File: config.mk
export PLATFORM = sky130hd
export DESIGN_NAME = tanimoto_bitvector_similarity
export DESIGN_NICKNAME = d
export VERILOG_FILES = /design/src/sv/tbs_pkg.sv /design/src/sv/tanimoto_bitvector_similarity.sv /design/src/sv/tbs_pop_acc.sv /design/src/sv/tbs_divider.sv
export SDC_FILE = /design/constraint.sdc
export NUM_CORES = 1
export LEC_CHECK = 0
export BUFFER_PORTS_ARGS = -buffer_cell sky130_fd_sc_hd__buf_4
export CORE_MARGIN = 3
export CORE_UTILIZATION = 45
export CTS_CLUSTER_DIAMETER = 60
export DETAILED_ROUTE_END_ITERATION = 8
export SYNTH_ARGS = -nofsm -noshare
export SYNTH_HDL_FRONTEND = slang
export SYNTH_HIERARCHICAL = 1
export SYNTH_SLANG_ARGS = --single-unit
File: constraint.sdc
create_clock -name clk_i -period 6.97 [get_ports clk_i]
set_input_delay 0.3485 -clock clk_i [delete_from_list [all_inputs] [get_ports clk_i]]
set_output_delay 0.3485 -clock clk_i [all_outputs]
set_load 0.02 [all_outputs]
File: src/sv/tbs_pkg.sv
// Package for the Tanimoto bit-vector similarity block.
// Holds the item structs, register indexes, widths and the popcount helper.
// No dependencies.
`timescale 1ns / 1ps

package tbs_pkg;

  localparam int MAX_WORDS     = 32;
  localparam int FRACTION_BITS = 16;
  localparam int WORD_W        = 64;
  localparam int CHUNK_W       = 16;
  localparam int CHUNKS        = WORD_W / CHUNK_W;
  localparam int CHUNK_CNT_W   = $clog2(CHUNKS);
  localparam int SUM_W         = 12;
  localparam int SIM_W         = FRACTION_BITS + 1;
  localparam int STEP_CNT_W    = $clog2(FRACTION_BITS + 1);
  localparam int WC_W          = 6;
  localparam int WPOS_W        = 5;
  localparam int CNT_W         = 16;
  localparam int CFG_IDX_W     = 2;
  localparam int CFG_DATA_W    = 16;
  localparam int PC_W          = $clog2(CHUNK_W + 1);

  localparam logic [CFG_IDX_W-1:0] CFG_WORD_COUNT   = 2'd0;
  localparam logic [CFG_IDX_W-1:0] CFG_PROBE_COUNT  = 2'd1;
  localparam logic [CFG_IDX_W-1:0] CFG_TARGET_COUNT = 2'd2;

  typedef struct packed {
    logic [WORD_W-1:0] probe_word;
    logic [WORD_W-1:0] target_word;
  } in_item_t;

  typedef struct packed {
    logic [SIM_W-1:0] similarity;
    logic [CNT_W-1:0] row_index;
    logic [CNT_W-1:0] column_index;
    logic             matrix_done;
  } out_item_t;

  // Commands from the sequencer to the popcount accumulator.
  typedef struct packed {
    logic load;
    logic clear;
  } pop_cmd_t;

  // Running popcounts of one pair.
  typedef struct packed {
    logic [SUM_W-1:0] probe_sum;
    logic [SUM_W-1:0] target_sum;
    logic [SUM_W-1:0] intersect_sum;
  } pop_sums_t;

  // Popcount of one chunk as a small tree: nibble counts, then their sum.
  function automatic logic [PC_W-1:0] popcount_chunk(input logic [CHUNK_W-1:0] x);
    logic [2:0]      nib [CHUNK_W/4];
    logic [PC_W-1:0] total;
    total = '0;
    for (int n = 0; n < CHUNK_W / 4; n++) begin
      nib[n] = {2'b0, x[4*n]} + {2'b0, x[4*n+1]} + {2'b0, x[4*n+2]} + {2'b0, x[4*n+3]};
    end
    for (int n = 0; n < CHUNK_W / 4; n++) begin
      total = total + PC_W'(nib[n]);
    end
    return total;
  endfunction

endpackage

File: src/sv/tanimoto_bitvector_similarity.sv
// Top level of the Tanimoto bit-vector similarity block: sequencer, matrix
// counters, configuration registers and output register.
// Depends on tbs_pkg, tbs_pop_acc and tbs_divider.
//
// Usage: each input item carries one 64-bit probe word and the matching
// target word. After word_count items the block emits one result item with
// the ratio inter/(probe+target-inter) in unsigned Q1.16 (truncated, zero
// for an empty union) and the probe and target indices, which walk the
// probe_count by target_count matrix row by row; matrix_done marks the
// last pair. Both channels use valid and stall.
// Each item is accepted in the idle state, counted by the shared 16-bit
// popcount slice in four chunks and closed in the FIN state. The last word
// of a pair then starts the one-bit-per-cycle divider; the sequencer sees it
// finish and loads the output register when that register is free, and only
// then takes the next word.
// The block stalls its input while an item is at work.
// A finished result waits in the output register while the receiver stalls;
// the next pair's words are taken meanwhile, and only the next result waits.
// Reset clears all counters and sums and loads word_count 32, probe_count 1
// and target_count 1. Configuration writes take effect at once and never
// clear running state; an index past the register list is ignored.
`timescale 1ns / 1ps

module tanimoto_bitvector_similarity (
  input  logic                             clk_i,
  input  logic                             rst_ni,
  input  logic                             in_valid_i,
  output logic                             in_stall_o,
  input  tbs_pkg::in_item_t                in_data_i,
  output logic                             out_valid_o,
  input  logic                             out_stall_i,
  output tbs_pkg::out_item_t               out_data_o,
  input  logic                             cfg_we_i,
  input  logic [tbs_pkg::CFG_IDX_W-1:0]    cfg_idx_i,
  input  logic [tbs_pkg::CFG_DATA_W-1:0]   cfg_data_i
);
  import tbs_pkg::*;

  localparam logic [2:0] ST_IDLE = 3'd0;
  localparam logic [2:0] ST_POP  = 3'd1;
  localparam logic [2:0] ST_FIN  = 3'd2;
  localparam logic [2:0] ST_DIV  = 3'd3;
  localparam logic [2:0] ST_OUT  = 3'd4;

  logic [2:0]        state_q, state_d;
  logic [WC_W-1:0]   word_count_q;
  logic [CNT_W-1:0]  probe_count_q;
  logic [CNT_W-1:0]  target_count_q;
  logic [WPOS_W-1:0] word_pos_q, word_pos_d;
  logic [CNT_W-1:0]  row_q, row_d;
  logic [CNT_W-1:0]  col_q, col_d;
  logic              out_valid_q, out_valid_d;
  out_item_t         out_q, out_d;

  logic              in_accept;
  logic              out_free;
  pop_cmd_t          pop_cmd;
  logic              pop_done;
  pop_sums_t         sums;
  logic              div_start;
  logic              div_done;
  logic [SIM_W-1:0]  quot;
  logic [SUM_W:0]    union_wide;
  logic [WC_W-1:0]   words_eff;
  logic [CNT_W-1:0]  rows_eff;
  logic [CNT_W-1:0]  cols_eff;
  logic              last_word;
  logic              last_col;
  logic              last_row;

  assign in_stall_o = (state_q != ST_IDLE);
  assign in_accept  = in_valid_i && !in_stall_o;
  assign out_free   = !out_valid_q || !out_stall_i;

  // Zero counts act as one; word counts past the maximum saturate.
  always_comb begin
    if (word_count_q == '0) begin
      words_eff = WC_W'(1);
    end else if (word_count_q > WC_W'(MAX_WORDS)) begin
      words_eff = WC_W'(MAX_WORDS);
    end else begin
      words_eff = word_count_q;
    end
  end
  assign rows_eff = (probe_count_q == '0) ? CNT_W'(1) : probe_count_q;
  assign cols_eff = (target_count_q == '0) ? CNT_W'(1) : target_count_q;

  assign last_word = ({1'b0, word_pos_q} + WC_W'(1)) >= words_eff;
  assign last_col  = ({1'b0, col_q} + 17'd1) >= {1'b0, cols_eff};
  assign last_row  = ({1'b0, row_q} + 17'd1) >= {1'b0, rows_eff};

  assign union_wide = {1'b0, sums.probe_sum} + {1'b0, sums.target_sum}
                    - {1'b0, sums.intersect_sum};

  always_comb begin
    state_d     = state_q;
    word_pos_d  = word_pos_q;
    row_d       = row_q;
    col_d       = col_q;
    out_valid_d = out_valid_q && out_stall_i;
    out_d       = out_q;
    pop_cmd     = '0;
    div_start   = 1'b0;
    unique case (state_q)
      ST_IDLE: begin
        if (in_accept) begin
          pop_cmd.load = 1'b1;
          state_d      = ST_POP;
        end
      end
      ST_POP: begin
        if (pop_done) begin
          state_d = ST_FIN;
        end
      end
      ST_FIN: begin
        if (last_word) begin
          div_start     = 1'b1;
          pop_cmd.clear = 1'b1;
          word_pos_d    = '0;
          state_d       = ST_DIV;
        end else begin
          word_pos_d = word_pos_q + WPOS_W'(1);
          state_d    = ST_IDLE;
        end
      end
      ST_DIV: begin
        if (div_done) begin
          state_d = ST_OUT;
        end
      end
      ST_OUT: begin
        if (out_free) begin
          out_d.similarity   = quot;
          out_d.row_index    = row_q;
          out_d.column_index = col_q;
          out_d.matrix_done  = last_col && last_row;
          out_valid_d        = 1'b1;
          if (last_col) begin
            col_d = '0;
            row_d = last_row ? '0 : row_q + CNT_W'(1);
          end else begin
            col_d = col_q + CNT_W'(1);
          end
          state_d = ST_IDLE;
        end
      end
      default: begin
        state_d = ST_IDLE;
      end
    endcase
  end

  always_ff @(posedge clk_i or negedge rst_ni) begin
    if (!rst_ni) begin
      state_q        <= ST_IDLE;
      word_pos_q     <= '0;
      row_q          <= '0;
      col_q          <= '0;
      out_valid_q    <= 1'b0;
      word_count_q   <= WC_W'(MAX_WORDS);
      probe_count_q  <= CNT_W'(1);
      target_count_q <= CNT_W'(1);
    end else begin
      state_q     <= state_d;
      word_pos_q  <= word_pos_d;
      row_q       <= row_d;
      col_q       <= col_d;
      out_valid_q <= out_valid_d;
      if (cfg_we_i) begin
        unique case (cfg_idx_i)
          CFG_WORD_COUNT:   word_count_q   <= cfg_data_i[WC_W-1:0];
          CFG_PROBE_COUNT:  probe_count_q  <= cfg_data_i;
          CFG_TARGET_COUNT: target_count_q <= cfg_data_i;
          default: ;
        endcase
      end
    end
  end

  always_ff @(posedge clk_i) begin
    out_q <= out_d;
  end

  tbs_pop_acc u_pop_acc (
    .clk_i  (clk_i),
    .rst_ni (rst_ni),
    .cmd_i  (pop_cmd),
    .item_i (in_data_i),
    .done_o (pop_done),
    .sums_o (sums)
  );

  tbs_divider u_divider (
    .clk_i   (clk_i),
    .rst_ni  (rst_ni),
    .start_i (div_start),
    .inter_i (sums.intersect_sum),
    .union_i (union_wide[SUM_W-1:0]),
    .done_o  (div_done),
    .quot_o  (quot)
  );

  assign out_valid_o = out_valid_q;
  assign out_data_o  = out_q;

endmodule

File: src/sv/tbs_pop_acc.sv
// Popcount accumulator: counts one word pair a 16-bit chunk per cycle
// with one shared popcount slice. Depends on tbs_pkg.
`timescale 1ns / 1ps

module tbs_pop_acc (
  input  logic                      clk_i,
  input  logic                      rst_ni,
  input  tbs_pkg::pop_cmd_t         cmd_i,
  input  tbs_pkg::in_item_t         item_i,
  output logic                      done_o,
  output tbs_pkg::pop_sums_t        sums_o
);
  import tbs_pkg::*;

  logic [WORD_W-1:0]      probe_q, probe_d;
  logic [WORD_W-1:0]      target_q, target_d;
  logic [CHUNK_CNT_W-1:0] chunk_q, chunk_d;
  logic                   busy_q, busy_d;
  logic                   done_q, done_d;
  pop_sums_t              sums_q, sums_d;
  logic [PC_W-1:0]        pc_probe, pc_target, pc_both;

  assign pc_probe  = popcount_chunk(probe_q[CHUNK_W-1:0]);
  assign pc_target = popcount_chunk(target_q[CHUNK_W-1:0]);
  assign pc_both   = popcount_chunk(probe_q[CHUNK_W-1:0] & target_q[CHUNK_W-1:0]);

  always_comb begin
    probe_d  = probe_q;
    target_d = target_q;
    chunk_d  = chunk_q;
    busy_d   = busy_q;
    done_d   = 1'b0;
    sums_d   = sums_q;
    if (cmd_i.clear) begin
      sums_d = '0;
    end
    if (cmd_i.load) begin
      probe_d  = item_i.probe_word;
      target_d = item_i.target_word;
      chunk_d  = '0;
      busy_d   = 1'b1;
    end else if (busy_q) begin
      sums_d.probe_sum     = sums_q.probe_sum + SUM_W'(pc_probe);
      sums_d.target_sum    = sums_q.target_sum + SUM_W'(pc_target);
      sums_d.intersect_sum = sums_q.intersect_sum + SUM_W'(pc_both);
      probe_d  = probe_q >> CHUNK_W;
      target_d = target_q >> CHUNK_W;
      chunk_d  = chunk_q + CHUNK_CNT_W'(1);
      if (chunk_q == CHUNK_CNT_W'(CHUNKS - 1)) begin
        busy_d = 1'b0;
        done_d = 1'b1;
      end
    end
  end

  always_ff @(posedge clk_i or negedge rst_ni) begin
    if (!rst_ni) begin
      chunk_q <= '0;
      busy_q  <= 1'b0;
      done_q  <= 1'b0;
      sums_q  <= '0;
    end else begin
      chunk_q <= chunk_d;
      busy_q  <= busy_d;
      done_q  <= done_d;
      sums_q  <= sums_d;
    end
  end

  always_ff @(posedge clk_i) begin
    probe_q  <= probe_d;
    target_q <= target_d;
  end

  assign done_o = done_q;
  assign sums_o = sums_q;

endmodule

File: src/sv/tbs_divider.sv
// Restoring divider for the similarity ratio: one quotient bit per cycle
// through a single compare-and-subtract. Depends on tbs_pkg.
`timescale 1ns / 1ps

module tbs_divider (
  input  logic                         clk_i,
  input  logic                         rst_ni,
  input  logic                         start_i,
  input  logic [tbs_pkg::SUM_W-1:0]    inter_i,
  input  logic [tbs_pkg::SUM_W-1:0]    union_i,
  output logic                         done_o,
  output logic [tbs_pkg::SIM_W-1:0]    quot_o
);
  import tbs_pkg::*;

  logic [SUM_W-1:0]      rem_q, rem_d;
  logic [SUM_W-1:0]      div_q, div_d;
  logic [SIM_W-1:0]      quot_q, quot_d;
  logic [STEP_CNT_W-1:0] cnt_q, cnt_d;
  logic                  busy_q, busy_d;
  logic                  done_q, done_d;
  logic                  zero_q, zero_d;
  logic [SUM_W:0]        trial;
  logic [SUM_W:0]        divisor;
  logic [SUM_W:0]        diff;
  logic                  fits;

  // The start cycle yields the integer bit; each busy cycle one fraction bit.
  assign trial   = start_i ? {1'b0, inter_i} : {rem_q, 1'b0};
  assign divisor = start_i ? {1'b0, union_i} : {1'b0, div_q};
  assign diff    = trial - divisor;
  assign fits    = trial >= divisor;

  always_comb begin
    rem_d  = rem_q;
    div_d  = div_q;
    quot_d = quot_q;
    cnt_d  = cnt_q;
    busy_d = busy_q;
    done_d = 1'b0;
    zero_d = zero_q;
    if (start_i) begin
      div_d  = union_i;
      zero_d = (union_i == '0);
      rem_d  = fits ? diff[SUM_W-1:0] : trial[SUM_W-1:0];
      quot_d = {{(SIM_W-1){1'b0}}, fits};
      cnt_d  = STEP_CNT_W'(FRACTION_BITS);
      busy_d = 1'b1;
    end else if (busy_q) begin
      rem_d  = fits ? diff[SUM_W-1:0] : trial[SUM_W-1:0];
      quot_d = {quot_q[SIM_W-2:0], fits};
      cnt_d  = cnt_q - STEP_CNT_W'(1);
      if (cnt_q == STEP_CNT_W'(1)) begin
        busy_d = 1'b0;
        done_d = 1'b1;
      end
    end
  end

  always_ff @(posedge clk_i or negedge rst_ni) begin
    if (!rst_ni) begin
      cnt_q  <= '0;
      busy_q <= 1'b0;
      done_q <= 1'b0;
    end else begin
      cnt_q  <= cnt_d;
      busy_q <= busy_d;
      done_q <= done_d;
    end
  end

  always_ff @(posedge clk_i) begin
    rem_q  <= rem_d;
    div_q  <= div_d;
    quot_q <= quot_d;
    zero_q <= zero_d;
  end

  // An empty union gives a ratio of zero.
  assign done_o = done_q;
  assign quot_o = zero_q ? '0 : quot_q;

endmodule
==> impl_metrics.yaml <==
pwr:
  swShare: 0.393
  sequentialPowerShare: 0.289
  leakagePower_nw: 9.47
  clock_power_share: 0.196
  power_density_mw_per_mm2: 473
  internal-power_mw: 6.41
  ir_drop_uv: 502
  power.total_mw: 10.6
  pwr-share-comb: 0.514
  p_sw_mw: 4.15
synth:
  synthFlopType: "edfxtp_1"
  synth-seq-cells: 346
  synth_area_leader_cell: "edfxtp_1"
  synth.most_common_cell: "edfxtp_1"
  yosysTopAreaCellShare: 0.323
  yosysWarnings: 6
  synth_commonest_cells: "edfxtp_1 (204), inv_1 (156), mux2_2 (148)"
  syn_area_per_cell_um2: 11.9
  async_reset_ff_frac: 0.364
  synth_area_leaders: "edfxtp_1 (32%), dfrtp_1 (16%), mux2_2 (8.8%), ha_1 (7.8%), fa_1 (4.6%)"
  synth.distinct_cells: 79
  synth_edf_count: 204
  syn_nets: 1901
  netlist_area_mm2: 0.0189
  yosysSeqAreaShare: 0.507
  synth_cells: 1588
clock_network:
  cts_sinks: 346
  clock_latency_ns: 0.55
  cts_tree: "built"
  cts_root_buf: "clkbuf_16"
  cts_resized: 0
  htreeDepth: 2
  clkTransAtPathRegs_ns: 0.06
  clockBufferDepth: 3
  cts_made_buffers: 41
sta:
  rsz0062_at_grt: "no"
  final_max_slew_viol_count: 0
  fin_skew_ns: 0.0253
  hold_ws_ns: 0.0386
  fin_tns_setup_ns: 0
  period_share: 0.784
  setup_slack_ns: 1.50
  fin_crit_ns: 5.47
  setup-violations-final: 0
  tightest_slew_ns: 1.05
  relSlewSlack: 0.302
  fmax_mhz: 183
  finalHoldViolations: 0
worst_setup_path:
  critPathMaxFanout: 27
  cp.arrival_ns: 5.76
  critPathKind: "flip-flop to flip-flop"
  cp-start-kind: "flip-flop"
  end_kind: "flip-flop"
  required_ns: 7.26
floorplan:
  ios: 203
  die_h_um: 211
  die_x_um: 211
  dieArea_mm2: 0.0446
  core_area_mm2: 0.0412
  start_util: 0.460
  rows: 74
routing:
  totalWireLength_mm: 40.1
  viasPerCell: 5.20
  drt.antenna.violating_nets: 0
  drt_iter0_drc: 675
  routedWlPerCell_um: 17.0
  drt-pass1-iter-count: 5
  vias: 12300
  drcViolationCount: 0
global_route:
  antenna_found_initial: 0
  grt_max_degree: 78
  grt_overflow: 0
  grt_pass1_vias: 12500
  grt_pass1_wl_mm: 65.5
  grt.total_usage: 0.183
placed_design:
  port_buffers: 202
  place_hpwl_mm: 29.0
  place_congestion: 0.914
  place_ws_ns: 1.47
finish:
  syn_to_final_growth_pct: 17.7
  nNetsFinal: 2105
  drive_gt1_frac: 0.256
  final_util: 0.541
  antenna_cells: 0
min_path:
  hp-class: "input port to flip-flop"
run_status:
  status: "complete, no violations"
flow_run:
  drv_cap: 0
[flip-flops by register name (all words and copies together) (netlist names), 6 cells and up]
register,cells
col_q,16
out_data_o,50
probe_count_q,16
row_q,16
target_count_q,16
u_divider/div_q,12
u_divider/quot_q,17
u_divider/rem_q,12
u_pop_acc/probe_q,64
u_pop_acc/sums_o,36
u_pop_acc/target_q,64
word_count_q,6
[metrics by stage]
step | instance area [um^2] | std cells
floorplan | 18900 | 1588
global placement | 21000 | 2280
detailed placement | 21000 | 2280
CTS | 22300 | 2355
global route | 22300 | 2355
finish | 22300 | 2355
[path summary, 6_finish.rpt]
path / from / cells after the start / to / slack, ns
setup / recovery: word_pos_q[0] / 15 / u_divider/rem_q[11] / 1.50
hold / removal: cfg_data_i[8] / 2 / target_count_q[8] / 0.04
setup reg to reg: word_pos_q[0] / 15 / u_divider/rem_q[11] / 1.50
hold reg to reg: u_divider/quot_q[16] / 2 / u_divider/quot_q[16] / 0.51
max in group asynchronous: rst_ni / 3 / probe_count_q[2] / 5.13
min in group asynchronous: rst_ni / 2 / word_count_q[0] / 0.45
[kinds of logic after synthesis]
family,share of synthesized area
buf+inv,0.0423
mux,0.113
flops,0.507
simple gates,0.109
compound gates,0.0775
fa+ha+maj,0.124
xor+xnor,0.0268
[final cells by class]
| type | instances | area [um^2] |
|---|---|---|
| tap | 532 | 666 |
| clock inverter | 28 | 253 |
| fill | 3535 | 18900 |
| clock buffer | 46 | 1040 |
| multi-input combinational | 1035 | 8560 |
| sequential | 346 | 9600 |
| timing repair buffer | 212 | 1590 |
| inverter | 156 | 586 |
[layout by cell type, fill, tap and decap left out, types with 5 or more instances in the layout]
cell | synthesis | final
buf_4 | 0 | 211
nor4_1 | 13 | 13
ha_1 | 118 | 118
mux2i_1 | 37 | 37
nor2b_1 | 26 | 25
mux2_4 | 7 | 7
nor3b_1 | 6 | 6
o31ai_1 | 5 | 5
dfxtp_1 | 16 | 16
dfrtp_1 | 123 | 123
nor3_1 | 23 | 23
xor2_1 | 23 | 23
xnor2_1 | 35 | 35
edfxtp_1 | 204 | 204
o211ai_1 | 6 | 6
or2_2 | 8 | 7
and2_1 | 37 | 37
or3_1 | 5 | 5
o21bai_1 | 6 | 6
clkinv_2 | 0 | 8
fa_1 | 44 | 44
clkbuf_16 | 0 | 41
a21o_1 | 13 | 13
clkbuf_1 | 34 | 5
inv_1 | 156 | 155
nand2_1 | 121 | 121
o21a_1 | 10 | 10
nand4_1 | 12 | 12
mux2_2 | 148 | 148
nand3_1 | 46 | 46
clkinvlp_4 | 0 | 5
and3_1 | 17 | 17
nand2b_1 | 11 | 11
inv_6 | 0 | 5
a211oi_1 | 13 | 13
a21oi_1 | 32 | 32
a22o_1 | 13 | 13
nor2_1 | 66 | 65
o21ai_0 | 66 | 66
[routing by layer]
| layer | share of wire | GRT usage | wire (um) |
|---|---|---|---|
| met2 | 0.46 | 0.296 | 18600 |
| met4 | 0.025 | 0.0566 | 999 |
| met3 | 0.065 | 0.0480 | 2590 |
| met1 | 0.45 | 0.243 | 17900 |
| met5 | 0 | 0 | 0 |
[critical path, cell delays in order (launching register included)]
cell and delay, ns:
dfrtp_1 0.43, ha_1 0.27, nand3_1 0.12, xnor2_1 0.22, ha_1 0.20, o21ai_0 0.10
o21bai_1 0.51, nor2b_4 0.88, buf_4 0.41, mux2i_1 0.12, ha_1 0.41, nand2_1 0.09
or3_1 0.37, a31oi_1 0.20, o22a_2 0.46, mux2_2 0.39
[power groups by stage]
stage               sequential, mW  combinational [mW]  clock (mW)
floorplan                     2.96                4.22           0
global placement              3.09                5.28           0
detailed placement            3.10                5.46           0
CTS                           3.06                5.50        2.14
global route                  3.11                6.22        2.22
finish                        3.06                5.43        2.07
[timing repair]
action,CTS,global route
hold buffers,1,0
endpoints found under the hold margin,58,0
setup endpoints to repair,0,0
buffers inserted,0,0
(Power assumes the default switching activity.)
